==> config.mk <==
export PLATFORM = sky130hd
export DESIGN_NAME = audio_channel_remix_core
export DESIGN_NICKNAME = d
export VERILOG_FILES = /design/src/rtl/core/acrm_pkg.sv /design/src/rtl/core/acrm_cfg.sv /design/src/rtl/core/acrm_mix.sv /design/src/rtl/core/audio_channel_remix_core.sv
export VERILOG_INCLUDE_DIRS = /design/src /design/src/rtl/core
export SDC_FILE = /design/constraint.sdc
export NUM_CORES = 1
export LEC_CHECK = 0
export ABC_AREA = 1
export BUFFER_PORTS_ARGS = -buffer_cell sky130_fd_sc_hd__buf_2
export CAP_MARGIN = 20
export CORE_ASPECT_RATIO = 1.4
export CORE_UTILIZATION = 63
export CTS_CLUSTER_SIZE = 12
export DETAILED_ROUTE_END_ITERATION = 16
export MAX_ROUTING_LAYER = met4
export PLACE_DENSITY = 0.83
export SYNTH_ARGS = -nofsm -noshare
export SYNTH_HDL_FRONTEND = slang
export SYNTH_HIERARCHICAL = 1
export SYNTH_SLANG_ARGS = --single-unit
==> constraint.sdc <==
create_clock -name clk_i -period 10 [get_ports clk_i]
set_input_delay 1.5 -clock clk_i [delete_from_list [all_inputs] [get_ports clk_i]]
set_output_delay 1.5 -clock clk_i [all_outputs]
set_load 0.05 [all_outputs]
==> src/rtl/core/audio_channel_remix_core_defines.svh <==
// ----------------------------------------------------------------------------
// Audio channel remix: assertion macros
// Shared concurrent assertion macros, clocked on clk_i; ACRM_ASSERT is off during reset.
// ----------------------------------------------------------------------------
`ifndef AUDIO_CHANNEL_REMIX_CORE_DEFINES_SVH
`define AUDIO_CHANNEL_REMIX_CORE_DEFINES_SVH

// Plain clocked check, disabled while reset is asserted.
`define ACRM_ASSERT(name, prop, msg) \
  name: assert property (@(posedge clk_i) disable iff (!rst_ni) prop) else $error(msg);

// Check that also holds while reset is asserted.
`define ACRM_ASSERT_ALWAYS(name, prop, msg) \
  name: assert property (@(posedge clk_i) prop) else $error(msg);

`endif

==> src/rtl/core/acrm_pkg.sv <==
// ----------------------------------------------------------------------------
// Audio channel remix package
// Layout codes, register indexes, frame types and the fixed-point helpers.
// ----------------------------------------------------------------------------
package acrm_pkg;

  localparam int unsigned NumCh     = 6;
  localparam int unsigned SampleW   = 16;
  localparam int unsigned AccW      = 20;
  localparam int unsigned ProdW     = 36;
  localparam int unsigned GainShift = 15;
  localparam int unsigned CfgIdxW   = 2;
  localparam int unsigned CfgDataW  = 8;
  localparam int unsigned LayoutW   = 2;

  typedef enum logic [LayoutW-1:0] {
    LayMono   = 2'd0,
    LayStereo = 2'd1,
    LayQuad   = 2'd2,
    LaySix    = 2'd3
  } layout_e;

  localparam logic [CfgIdxW-1:0] CfgSrcIdx = 2'd0;
  localparam logic [CfgIdxW-1:0] CfgOutIdx = 2'd1;

  // 0.7071 in Q15
  localparam logic signed [ProdW-1:0] GainQ15 = 36'sd23170;

  typedef logic signed [SampleW-1:0] sample_t;
  typedef logic signed [AccW-1:0]    acc_t;

  typedef struct packed {
    layout_e src;
    layout_e dst;
  } cfg_t;

  typedef struct packed {
    sample_t [NumCh-1:0] ch;
    logic                last;
  } frame_t;

  function automatic acc_t gain(input acc_t a);
    logic signed [ProdW-1:0] p;
    p = ProdW'(a) * GainQ15;
    return acc_t'(p >>> GainShift);
  endfunction

  function automatic sample_t sat16(input acc_t v);
    sample_t r;
    if (v > acc_t'(32767)) begin
      r = 16'sh7fff;
    end else if (v < -acc_t'(32768)) begin
      r = 16'sh8000;
    end else begin
      r = v[SampleW-1:0];
    end
    return r;
  endfunction

endpackage

==> src/rtl/core/acrm_cfg.sv <==
// ----------------------------------------------------------------------------
// Audio channel remix: configuration registers
// Holds the source and output layout codes written over the config channel.
// ----------------------------------------------------------------------------
module acrm_cfg (
  input  logic                           clk_i,
  input  logic                           rst_ni,
  input  logic                           cfg_valid_i,
  output logic                           cfg_ready_o,
  input  logic [acrm_pkg::CfgIdxW-1:0]   cfg_index_i,
  input  logic [acrm_pkg::CfgDataW-1:0]  cfg_wdata_i,
  output acrm_pkg::cfg_t                 cfg_o
);

  acrm_pkg::layout_e src_q, src_d;
  acrm_pkg::layout_e dst_q, dst_d;
  logic              wr;

  assign cfg_ready_o = 1'b1;
  assign wr          = cfg_valid_i && cfg_ready_o;

  always_comb begin
    src_d = src_q;
    dst_d = dst_q;
    if (wr) begin
      case (cfg_index_i)
        acrm_pkg::CfgSrcIdx: src_d = acrm_pkg::layout_e'(cfg_wdata_i[acrm_pkg::LayoutW-1:0]);
        acrm_pkg::CfgOutIdx: dst_d = acrm_pkg::layout_e'(cfg_wdata_i[acrm_pkg::LayoutW-1:0]);
        default: ;
      endcase
    end
  end

  always_ff @(posedge clk_i or negedge rst_ni) begin
    if (!rst_ni) begin
      src_q <= acrm_pkg::LayStereo;
      dst_q <= acrm_pkg::LayStereo;
    end else begin
      src_q <= src_d;
      dst_q <= dst_d;
    end
  end

  assign cfg_o.src = src_q;
  assign cfg_o.dst = dst_q;

endmodule

==> src/rtl/core/acrm_mix.sv <==
// ----------------------------------------------------------------------------
// Audio channel remix: mixing matrix
// Maps one registered frame to the output layout and saturates to 16 bits.
// ----------------------------------------------------------------------------
module acrm_mix (
  input  acrm_pkg::cfg_t   cfg_i,
  input  acrm_pkg::frame_t frame_i,
  output acrm_pkg::frame_t frame_o
);

  acrm_pkg::acc_t x [acrm_pkg::NumCh];
  acrm_pkg::acc_t y [acrm_pkg::NumCh];
  acrm_pkg::acc_t m0_in, m1_in, m0, m1;
  int unsigned    n_pass;

  always_comb begin
    for (int i = 0; i < acrm_pkg::NumCh; i++) begin
      x[i] = acrm_pkg::acc_t'(acrm_pkg::sample_t'(frame_i.ch[i]));
    end
  end

  // two shared gain multipliers for the 5.1 downmixes
  always_comb begin
    case (cfg_i.dst)
      acrm_pkg::LayMono: begin
        m0_in = x[0] + x[1];
        m1_in = x[2] + x[5];
      end
      acrm_pkg::LayQuad: begin
        m0_in = x[2];
        m1_in = x[2];
      end
      default: begin
        m0_in = x[2] + x[4];
        m1_in = x[2] + x[5];
      end
    endcase
    m0 = acrm_pkg::gain(m0_in);
    m1 = acrm_pkg::gain(m1_in);
  end

  always_comb begin
    case (cfg_i.dst)
      acrm_pkg::LayMono:   n_pass = 1;
      acrm_pkg::LayStereo: n_pass = 2;
      acrm_pkg::LayQuad:   n_pass = 4;
      default:             n_pass = 6;
    endcase
  end

  always_comb begin
    for (int i = 0; i < acrm_pkg::NumCh; i++) begin
      y[i] = '0;
    end
    if (cfg_i.src == cfg_i.dst) begin
      for (int i = 0; i < acrm_pkg::NumCh; i++) begin
        if (i < n_pass) y[i] = x[i];
      end
    end else begin
      case (cfg_i.src)
        acrm_pkg::LayMono: begin
          if (cfg_i.dst == acrm_pkg::LaySix) begin
            y[2] = x[0];
          end else begin
            y[0] = x[0];
            y[1] = x[0];
          end
        end
        acrm_pkg::LayStereo: begin
          if (cfg_i.dst == acrm_pkg::LayMono) begin
            y[0] = (x[0] + x[1]) >>> 1;
          end else begin
            y[0] = x[0];
            y[1] = x[1];
          end
        end
        acrm_pkg::LayQuad: begin
          case (cfg_i.dst)
            acrm_pkg::LayMono: y[0] = (x[0] + x[1] + x[2] + x[3]) >>> 2;
            acrm_pkg::LayStereo: begin
              y[0] = (x[0] + x[2]) >>> 1;
              y[1] = (x[1] + x[3]) >>> 1;
            end
            default: begin
              y[0] = x[0];
              y[1] = x[1];
              y[4] = x[2];
              y[5] = x[3];
            end
          endcase
        end
        default: begin
          // 5.1 source; LFE dropped
          case (cfg_i.dst)
            acrm_pkg::LayMono: y[0] = m0 + x[2] + ((x[4] + x[5]) >>> 1);
            acrm_pkg::LayStereo: begin
              y[0] = x[0] + m0;
              y[1] = x[1] + m1;
            end
            default: begin
              y[0] = x[0] + m0;
              y[1] = x[1] + m1;
              y[2] = x[4];
              y[3] = x[5];
            end
          endcase
        end
      endcase
    end
  end

  always_comb begin
    for (int i = 0; i < acrm_pkg::NumCh; i++) begin
      frame_o.ch[i] = acrm_pkg::sat16(y[i]);
    end
    frame_o.last = frame_i.last;
  end

endmodule

==> src/rtl/core/audio_channel_remix_core.sv <==
// ----------------------------------------------------------------------------
// Audio channel remix core
// Up/down-mixes one frame of up to six Q1.15 samples between 1/2/4/6 layouts.
// ----------------------------------------------------------------------------
// Usage:
//   Input channel: in_valid_i with in_ch0_i..in_ch5_i and block_end_i; an
//   item is taken on a clock edge with in_valid_i high and in_stall_o low.
//   Output channel: out_valid_o with out_ch0_o..out_ch5_o and frame_last_o;
//   an item leaves on an edge with out_valid_o high and out_stall_i low.
//   Config channel: cfg_valid_i/cfg_ready_o with cfg_index_i (0 = source
//   layout, 1 = output layout, others ignored) and cfg_wdata_i (low 2 bits
//   kept). Write only while no item is in flight.
//   From accept to out_valid_o an item passes an input register, the mixing
//   matrix, a result register. One item per cycle unless the receiver stalls.
//   If the receiver stalls, the result register holds and the input register
//   still takes one more item; in_stall_o rises only when both are full.
//   Reset empties both registers and sets both layouts to stereo.
// ----------------------------------------------------------------------------
`include "audio_channel_remix_core_defines.svh"

module audio_channel_remix_core (
  input  logic                           clk_i,
  input  logic                           rst_ni,
  input  logic                           in_valid_i,
  output logic                           in_stall_o,
  input  logic signed [15:0]             in_ch0_i,
  input  logic signed [15:0]             in_ch1_i,
  input  logic signed [15:0]             in_ch2_i,
  input  logic signed [15:0]             in_ch3_i,
  input  logic signed [15:0]             in_ch4_i,
  input  logic signed [15:0]             in_ch5_i,
  input  logic                           block_end_i,
  output logic                           out_valid_o,
  input  logic                           out_stall_i,
  output logic signed [15:0]             out_ch0_o,
  output logic signed [15:0]             out_ch1_o,
  output logic signed [15:0]             out_ch2_o,
  output logic signed [15:0]             out_ch3_o,
  output logic signed [15:0]             out_ch4_o,
  output logic signed [15:0]             out_ch5_o,
  output logic                           frame_last_o,
  input  logic                           cfg_valid_i,
  output logic                           cfg_ready_o,
  input  logic [acrm_pkg::CfgIdxW-1:0]   cfg_index_i,
  input  logic [acrm_pkg::CfgDataW-1:0]  cfg_wdata_i
);

  acrm_pkg::cfg_t   cfg;
  acrm_pkg::frame_t in_q, in_d, mix, res_q, res_d;
  logic             in_vld_q, in_vld_d, res_vld_q, res_vld_d;
  logic             res_adv, in_adv, accept;

  acrm_cfg u_cfg (
    .clk_i      (clk_i),
    .rst_ni     (rst_ni),
    .cfg_valid_i(cfg_valid_i),
    .cfg_ready_o(cfg_ready_o),
    .cfg_index_i(cfg_index_i),
    .cfg_wdata_i(cfg_wdata_i),
    .cfg_o      (cfg)
  );

  acrm_mix u_mix (
    .cfg_i  (cfg),
    .frame_i(in_q),
    .frame_o(mix)
  );

  assign res_adv    = !res_vld_q || !out_stall_i;
  assign in_adv     = !in_vld_q || res_adv;
  assign in_stall_o = !in_adv;
  assign accept     = in_valid_i && in_adv;

  always_comb begin
    in_d      = in_q;
    in_vld_d  = in_vld_q;
    res_d     = res_q;
    res_vld_d = res_vld_q;
    if (in_adv) begin
      in_vld_d = in_valid_i;
    end
    if (accept) begin
      in_d.ch[0] = in_ch0_i;
      in_d.ch[1] = in_ch1_i;
      in_d.ch[2] = in_ch2_i;
      in_d.ch[3] = in_ch3_i;
      in_d.ch[4] = in_ch4_i;
      in_d.ch[5] = in_ch5_i;
      in_d.last  = block_end_i;
    end
    if (res_adv) begin
      res_vld_d = in_vld_q;
      if (in_vld_q) res_d = mix;
    end
  end

  always_ff @(posedge clk_i or negedge rst_ni) begin
    if (!rst_ni) begin
      in_vld_q  <= 1'b0;
      res_vld_q <= 1'b0;
    end else begin
      in_vld_q  <= in_vld_d;
      res_vld_q <= res_vld_d;
    end
  end

  always_ff @(posedge clk_i) begin
    in_q  <= in_d;
    res_q <= res_d;
  end

  assign out_valid_o  = res_vld_q;
  assign out_ch0_o    = res_q.ch[0];
  assign out_ch1_o    = res_q.ch[1];
  assign out_ch2_o    = res_q.ch[2];
  assign out_ch3_o    = res_q.ch[3];
  assign out_ch4_o    = res_q.ch[4];
  assign out_ch5_o    = res_q.ch[5];
  assign frame_last_o = res_q.last;

  `ACRM_ASSERT_ALWAYS(a_stall_full, in_stall_o |-> (in_vld_q && res_vld_q), "stall with free slot")
  `ACRM_ASSERT(a_accept_fill, accept |=> in_vld_q, "accepted item lost from input register")
  `ACRM_ASSERT(a_move_on, (in_vld_q && res_adv) |=> res_vld_q, "item lost between stages")
  `ACRM_ASSERT(a_drain, (res_vld_q && !out_stall_i && !in_vld_q) |=> !res_vld_q, "item repeated on output")

endmodule
==> summary.md, run 1 <==
| Metric | Value |
|---|---|
| All-Layer GR Usage | `between 60% and 70%` |
| Clk sinks | `200` |
| Error msg | `[ERROR GRT-0232] Routing congestion too high. Check the congestion heatmap in the GUI.` |
| Largest area contributor in the netlist | `edfxtp_1` |
| IO Port Bufs | `204` |
| Main synth FF type | `edfxtp_1` |
| Critical endpoint after global-route timing repair | `out_ch0_o[7]$_DFFE_PP_/D` |
| CTS Buf Count | `17` |
| Die width | `178 µm` |
| Top cells by area, synth | `edfxtp_1 21%, ha_1 19%, fa_1 12%, nand2_1 8.4%, inv_1 7.8%` |
| Syn nets | `around 4100` |
| CTS Root Cell | `clkbuf_16` |
| Congestion Overflow GR | `30` |
| Warning count from the yosys run | `6` |
| Die Y | `249 µm` |
| Yosys reg bits | `200` |
| Mapped Avg Cell Area | `approximately 7.9 µm²` |
| Worst EP Category | `register data pin` |
| Syn Std Cell Area | `approximately 27000 µm²` |
| Initial Util | `63.6%` |
| EDFF count, synth | `194` |
| Synthesized netlist cell count | `3446` |
| Placed Cells | `~4400` |
| Status | `did not finish` |
| Post-detail-place hpwl | `between 80000 and 90000 µm` |
| Synth unique cells | `63` |
| Async SR Flop Fraction | `3.00%` |
| Area share of the largest cell type after synthesis | `21.3%` |
| Clock Path Buffers | `2` |
| H-tree Lvls | `4` |
| Sequential share of the synthesized area | `21.8%` |
| Row count | `90` |
| Num ports | `212` |
| Failed at | `global routing (5_1_grt)` |
| RD Place Congestion | `1.10` |
| Largest net degree at the start of global routing | `68` |
[metal layers]
layer / GRT overflow / global-route usage (%)
met2: 25 / 85.8
met3: 0 / 37.0
met4: 5 / 60.4
met5: - / -
met1: 0 / 64.5
[metrics by stage]
step / area, µm² / utilization (%) / TNS, ns / worst slack (ns)
2_1_floorplan: 27400 / - / 0 / 0.919
3_3_place_gp: 30700 / 71.5 / 0 / 0.159
3_5_place_dp: 30700 / 71.5 / -0.147 / -0.0277
4_1_cts: 31400 / 73.0 / 0 / 0.0152
[logic make-up after synthesis]
kind of cell             count (synthesis)  share of synthesized area [%]
buffers and inverters                  658                           9.24
other                                    1                         0.0137
AND/OR/NAND/NOR                       1136                           18.4
adder cells (fa/ha/maj)                579                           31.1
XOR/XNOR                               112                           3.61
flip-flops                             200                           21.8
AO/OA/AOI/OAI                          760                           15.8
[cell usage after synthesis, drive strengths merged, types with 4 or more instances]
library cell and n:
o32ai 4, o21a 11, ha 410, nand3 202
buf 29, a221oi 6, fa 169, nor2 180
nor4 10, nor3 46, nor3b 4, dfrtp 4
or2 21, a22oi 15, inv 583, edfxtp 194
o31ai 19, o211ai 25, clkbuf 46, a31oi 37
o21bai 15, o22ai 22, a21o 17, a21oi 310
nand2 634, nand4 26, xor2 87, and2 5
o2111ai 6, o221ai 18, nand3b 6, xnor2 25
o21ai 247
[what timing repair did]
| item | CTS |
|---|---|
| endpoints found under the hold margin | 0 |
| pin swaps | 1 |
| hold buffers | 0 |
| setup endpoints to repair | 15 |
| resized for setup | 3 |
| setup buffers | 4 |
==> run 2: changes to the inputs <==
CORE_ASPECT_RATIO = default   (was 1.4)
CORE_UTILIZATION = 40   (was 63)
CTS_CLUSTER_SIZE = default   (was 12)
MAX_ROUTING_LAYER = default   (was met4)
PLACE_DENSITY = default   (was 0.83)
PLACE_DENSITY_LB_ADDON = 0.15   (was default)
==> summary.md, run 2 <==
| Metric | Value |
|---|---|
| Critical Path Source | `in_q[33]` |
| Worst skew pair latency | `0.51 ns` |
| All-Layer GR Usage | `between 20% and 30%` |
| Vias | `25700` |
| Status | `completed` |
| EDFF count, synth | `194 (unchanged)` |
| Filler instances | `6738` |
| Initial antenna violation count | `5` |
| Worst path most repeated cell | `nand2_1` |
| CP Data Arrival Time | `9.78 ns` |
| First-pass GRT wire length | `151000 µm` |
| Layout cell share with drive strength beyond 1 | `~17%` |
| Synth unique cells | `63 (unchanged)` |
| Max-cap violation count | `0` |
| Hold worst-path end | `frame_last_o` |
| Row count | `95 (+5.6%)` |
| CTS Buf Count | `17 (unchanged)` |
| Commonest non-fill, non-tap cell in the layout | `nand2_1` |
| Congestion Overflow GR | `0` |
| Min-delay src | `in_q[0]` |
| Clock Path Buffers | `2 (unchanged)` |
| Post-DR vias/cell | `5.43` |
| Die area | `69500 µm²` |
| Top cells by area, synth | `edfxtp_1 21%, ha_1 19%, fa_1 12%, nand2_1 8.4%, inv_1 7.8%` |
| CTS tree | `done` |
| Nets | `4535` |
| WS Path Type | `reg2reg` |
| RD Place Congestion | `0.969 (-12%)` |
| Residual DRC | `0` |
| Clock skew | `just over 0.02 ns` |
| Final hold slack | `0.424 ns` |
| Warning count from the yosys run | `6 (unchanged)` |
| Slowest cell on crit path | `fa_1` |
| Initial drt markers | `between 2000 and 2500` |
| CTS Root Cell | `clkbuf_16` |
| Cell family with most CP delay | `adder cells` |
| Clk sinks | `200 (unchanged)` |
| Largest net degree at the start of global routing | `68` |
| Largest area contributor in the netlist | `edfxtp_1` |
| CP Capture Type | `flip-flop` |
| WP buf/inv | `4` |
| Final ANT Viol Nets | `0` |
| H-tree Lvls | `4 (unchanged)` |
| Synthesized netlist cell count | `3446 (unchanged)` |
| Main synth FF type | `edfxtp_1` |
| Setup violators final | `0` |
| Relative slew slack | `38.1%` |
| Critical path required time | `10.26 ns` |
| Die Y | `264 µm (+6.0%)` |
| Initial Util | `40.6% (-23 points)` |
| CTS clock-pin slew for the worst setup and hold paths | `0.08 ns` |
| FF-to-FF Start | `in_q[33]` |
| Yosys reg bits | `200 (unchanged)` |
| Top reg by flops | `in_q` |
| Most numerous cell in the Yosys netlist | `nand2_1` |
| Crit-path max cell delay | `0.51 ns` |
| Sequential share of the synthesized area | `21.8% (unchanged)` |
| Post-synth top cells | `613 x nand2_1, 566 x inv_1, 410 x ha_1, 307 x a21oi_1, 233 x o21ai_0` |
| Area share of the largest cell type after synthesis | `21.3% (unchanged)` |
| DR WL/cell | `21.6 µm` |
| FF-to-FF End | `out_ch0_o[11]` |
| Async SR Flop Fraction | `3.00% (unchanged)` |
| Syn Std Cell Area | `27400 µm² (unchanged)` |
| CP max FO | `8` |
| Critical Path Start Type | `flip-flop` |
| Worst-margin pin slew | `around 0.93 ns` |
| Num ports | `212 (unchanged)` |
| Hold path cells | `0` |
| IO Port Bufs | `204 (unchanged)` |
| Area grow syn2layout | `18.0%` |
| Max reg flops | `97` |
| Die width | `264 µm (+48%)` |
| FF-to-FF path depth | `51` |
| Post-detail-place hpwl | `84400 µm (-4.4%)` |
| Final slew viol count | `0` |
| Top achievable clock speed | `approximately 110 MHz` |
| Most frequent cells in the layout | `607 x nand2_1, 561 x inv_1, 384 x ha_1, 293 x a21oi_1, 246 x buf_4` |
| Core outline area | `67400 µm²` |
| Final Hold Fails | `0` |
| Syn nets | `4137 (unchanged)` |
| R2R setup slack | `0.48 ns` |
| Total iterations of the first detailed-routing run | `8` |
| Final Critical Period | `between 9 and 10 ns` |
| Hold WC Path Type | `reg2reg` |
| Vias in the first global route | `between 20000 and 25000` |
| Final Cycle Share | `95.2%` |
| Mapped Avg Cell Area | `7.94 µm² (unchanged)` |
| Final wirelength | `102000 µm` |
## run 2: cell counts after synthesis
No cell type changed its count.
## run 2: per-stage QoR
stage,TNS (ns),instances,instance area [µm²],setup WS (ns),utilization (%)
floorplan,0,3446,27400,0.919,-
global placement,0,4671,30900,0.106,45.8
detailed placement,0,4671,30900,0.0372,45.8
CTS,0,4703,31400,0.0320,46.6
global route,-0.524,4730,32300,-0.0412,47.9
finish,0,4733,32300,0.478,47.9
## run 2: area by class of cell
| type | instances | area [µm²] | share of cell area [%] |
|---|---|---|---|
| clock inverters | 14 | 150 | 0.465 |
| clock buffers | 18 | 429 | 1.33 |
| diodes | 3 | 7.51 | 0.0232 |
| inverters | 583 | 2190 | 6.78 |
| repair buffers | 451 | 2890 | 8.94 |
| flip-flops and latches | 200 | 5980 | 18.5 |
| multi-input cells | 2591 | 19600 | 60.6 |
| well taps | 873 | 1090 | 3.38 |
## run 2: cell families (layout without fill, tap and decap cells)
family | after synthesis | count (layout) | synth area share (%)
XOR/XNOR | 112 | 112 | 3.61
adder cells (fa/ha/maj) | 579 | 579 | 31.1
flip-flops | 200 | 200 | 21.8
other | 1 | 4 | 0.0137
buffers and inverters | 658 | 1066 | 9.24
AO/OA/AOI/OAI | 760 | 760 | 15.8
AND/OR/NAND/NOR | 1136 | 1139 | 18.4
## run 2: worst register-to-register path, delay by kind of cell (launching register included)
family | cells | cell delay (ns)
AOI/OAI and AO/OA | 3 | 0.48
xor gates and xnor gates | 2 | 0.42
adders and majority gates | 11 | 4.38
buffers and inverters | 4 | 0.32
DFF | 1 | 0.46
and+or+nand+nor | 31 | 3.24
## run 2: how the worst max path moves through the flow
stage | end | cells after the start | slack (ns)
after global placement | out_ch0_o[9] | 49 | 0.11
final | out_ch0_o[11] | 51 | 0.48
after detailed placement | out_ch0_o[11] | 51 | 0.04
after global routing | out_ch0_o[12] | 52 | -0.04
after floorplan | out_ch0_o[10] | 49 | 0.92
after CTS | out_ch0_o[9] | 51 | 0.03
## run 2: what timing repair did
item / CTS / global route
endpoints found under the hold margin: 0 / 0
gates resized for setup: 0 / 106
hold buffers: 0 / 0
setup buffers: 0 / 24
setup endpoints to repair: 0 / 32
## run 2: layer usage
metal | vias to the layer above | part of all wire, % | GRT usage, %
li1 | 12500 | - | -
met1 | 12100 | 45 | 41.5
met2 | 944 | 42 | 43.9
met3 | 144 | 8.9 | 6.45
met4 | 0 | 3.4 | 9.18
met5 | - | 0 | 0
Power of run 2 is not shown: default switching activity piles up to over one toggle a cycle in this logic, so the estimate is an artifact.
==> run 3: changes to the inputs <==
clock period = 11.87 ns   (was 10 ns; I/O delays follow)
==> summary.md, run 3 (synthesized netlist as in run 2, its figures left out) <==
| Metric | Value |
|---|---|
| Status | `completed` |
| Clk sinks | `200 (unchanged)` |
| WS Path Type | `reg2reg` |
| Post-DR vias/cell | `5.51 (+1.5%)` |
| CTS clock-pin slew for the worst setup and hold paths | `0.08 ns (about the same)` |
| CP Data Arrival Time | `11.23 ns (+1.45 ns)` |
| FF-to-FF path depth | `48 (-5.9%)` |
| All-Layer GR Usage | `28.4% (-0.77 points)` |
| Hold path cells | `0 (unchanged)` |
| Vias in the first global route | `23600 (-3.8%)` |
| Crit-path max cell delay | `0.93 ns (+0.42 ns)` |
| FF+latch area | `5980 µm² (unchanged)` |
| R2R setup slack | `0.89 ns (+0.41 ns)` |
| Clock skew | `0.0284 ns (+0.00789 ns)` |
| FF-to-FF End | `out_ch0_o[7]` |
| Most frequent cells in the layout | `612 x nand2_1, 564 x inv_1, 410 x ha_1, 306 x a21oi_1, 231 x o21ai_0` |
| IO Port Bufs | `204 (unchanged)` |
| CTS resizes | `0 (unchanged)` |
| Final ANT Viol Nets | `0 (unchanged)` |
| Multi-input gate area | `18900 µm² (-3.4%)` |
| H-tree Lvls | `4 (unchanged)` |
| Top achievable clock speed | `91.0 MHz (-13%)` |
| Residual DRC | `0 (unchanged)` |
| Min-delay src | `in_q[0]` |
| Final wirelength | `99200 µm (-3.0%)` |
| Critical path required time | `12.12 ns (+1.86 ns)` |
| Routed wl met2 | `41800 µm (-3.3%)` |
| Final slew viol count | `0 (unchanged)` |
| Metal3 WL | `8860 µm (-3.1%)` |
| Congestion Overflow GR | `0 (unchanged)` |
| Largest net degree at the start of global routing | `65 (-4.4%)` |
| Die width | `264 µm (unchanged)` |
| Slowest cell on crit path | `a211oi_2` |
| Worst-margin pin slew | `1.14 ns (+0.216 ns)` |
| Row count | `95 (unchanged)` |
| RD Place Congestion | `0.991 (+2.3%)` |
| Vias | `25000 (-2.6%)` |
| Total iterations of the first detailed-routing run | `6 (-2)` |
| Final Cycle Share | `92.5% (-2.7 points)` |
| Initial Util | `40.6% (unchanged)` |
| Final Hold Fails | `0 (unchanged)` |
| Hold_buf cts | `0 (unchanged)` |
| Filler instances | `6843 (+1.6%)` |
| Max reg flops | `97 (unchanged)` |
| Setup violators final | `0 (unchanged)` |
| DR WL/cell | `21.8 µm (+1.1%)` |
| CP max FO | `15 (+7)` |
| Die area | `69500 µm² (unchanged)` |
| Commonest non-fill, non-tap cell in the layout | `nand2_1` |
| Initial antenna violation count | `1 (-4)` |
| Max-cap violation count | `0 (unchanged)` |
| First-pass GRT wire length | `147000 µm (-3.0%)` |
| Worst path most repeated cell | `nand2_1` |
| Nets | `4348 (-4.1%)` |
| Initial drt markers | `2304 (+7.3%)` |
| Critical Path Start Type | `flip-flop` |
| Post-detail-place hpwl | `80300 µm (-4.9%)` |
| CP Capture Type | `flip-flop` |
| Final Critical Period | `10.98 ns (+1.46 ns)` |
| FF-to-FF Start | `in_q[18]` |
| Die Y | `264 µm (unchanged)` |
| CTS Root Cell | `clkbuf_16` |
| Metal-1 WL | `45000 µm (-2.9%)` |
| Core outline area | `67400 µm² (unchanged)` |
| CTS tree | `done` |
| Top reg by flops | `in_q` |
| Diode count | `0 (-3)` |
| Post-CTS Setup Bufs | `0 (unchanged)` |
| Area grow syn2layout | `10.6%` |
| Clock Path Buffers | `2 (unchanged)` |
| Worst skew pair latency | `0.52 ns (about the same)` |
| Hold WC Path Type | `reg2reg` |
| Unrepaired setup endpoints after global routing | `no` |
| Max layer used | `met4` |
| Layout cell share with drive strength beyond 1 | `11.0% (-6.4 points)` |
| Hold worst-path end | `frame_last_o` |
| Setup TNS Final | `0 ns (unchanged)` |
| CTS Buf Count | `17 (unchanged)` |
| Relative slew slack | `23.5% (-15 points)` |
| Num ports | `212 (unchanged)` |
-- run 3: layout make-up --
class                           count  area share (%)
Multi-Input combinational cell   2588            62.4
Inverter                          583            7.23
Clock inverter                     15           0.678
Tap cell                          873            3.61
Sequential cell                   200            19.7
Timing Repair Buffer              267            4.93
Clock buffer                       17            1.40
-- run 3: critical path: cells and delay by family, from the launching register on --
kind	cells	cell delay, ns
flops	1	0.54
fa+ha+maj	10	4.19
buf+inv	8	0.73
simple gates	22	2.89
compound gates	8	2.33
-- run 3: per-layer routing --
metal	global-route usage [%]	up-vias
li1	-	12100
met1	39.9	11700
met2	42.9	1054
met3	6.31	133
met4	9.85	0
met5	0	-
-- run 3: stage by stage --
| stage | hold slack [ns] | instance area [µm²] | cells | worst slack (ns) | util [%] |
|---|---|---|---|---|---|
| 6_report | 0.425 | 30300 | 4543 | 0.885 | 44.9 |
| 5_1_grt | 0.447 | 30300 | 4543 | 0.154 | 44.9 |
| 4_1_cts | 0.430 | 30300 | 4543 | 0.920 | 44.9 |
| 3_5_place_dp | 0.410 | 29700 | 4511 | 0.999 | 44.0 |
| 3_3_place_gp | 0.402 | 29700 | 4511 | 1.05 | 44.0 |
| 2_1_floorplan | 0.440 | 27400 | 3446 | 2.79 | - |
-- run 3: worst max-delay path by stage --
stage	depth (start not counted)	end	slack [ns]	from
floorplan	49	out_ch0_o[10]	2.79	in_q[2]
global placement	48	out_ch0_o[9]	1.05	in_q[18]
detailed placement	48	out_ch0_o[11]	1.0	in_q[18]
CTS	48	out_ch0_o[11]	0.92	in_q[18]
global route	48	out_ch0_o[2]	0.15	in_q[18]
finish	48	out_ch0_o[7]	0.89	in_q[18]
Power of run 3 is left out for the same reason.
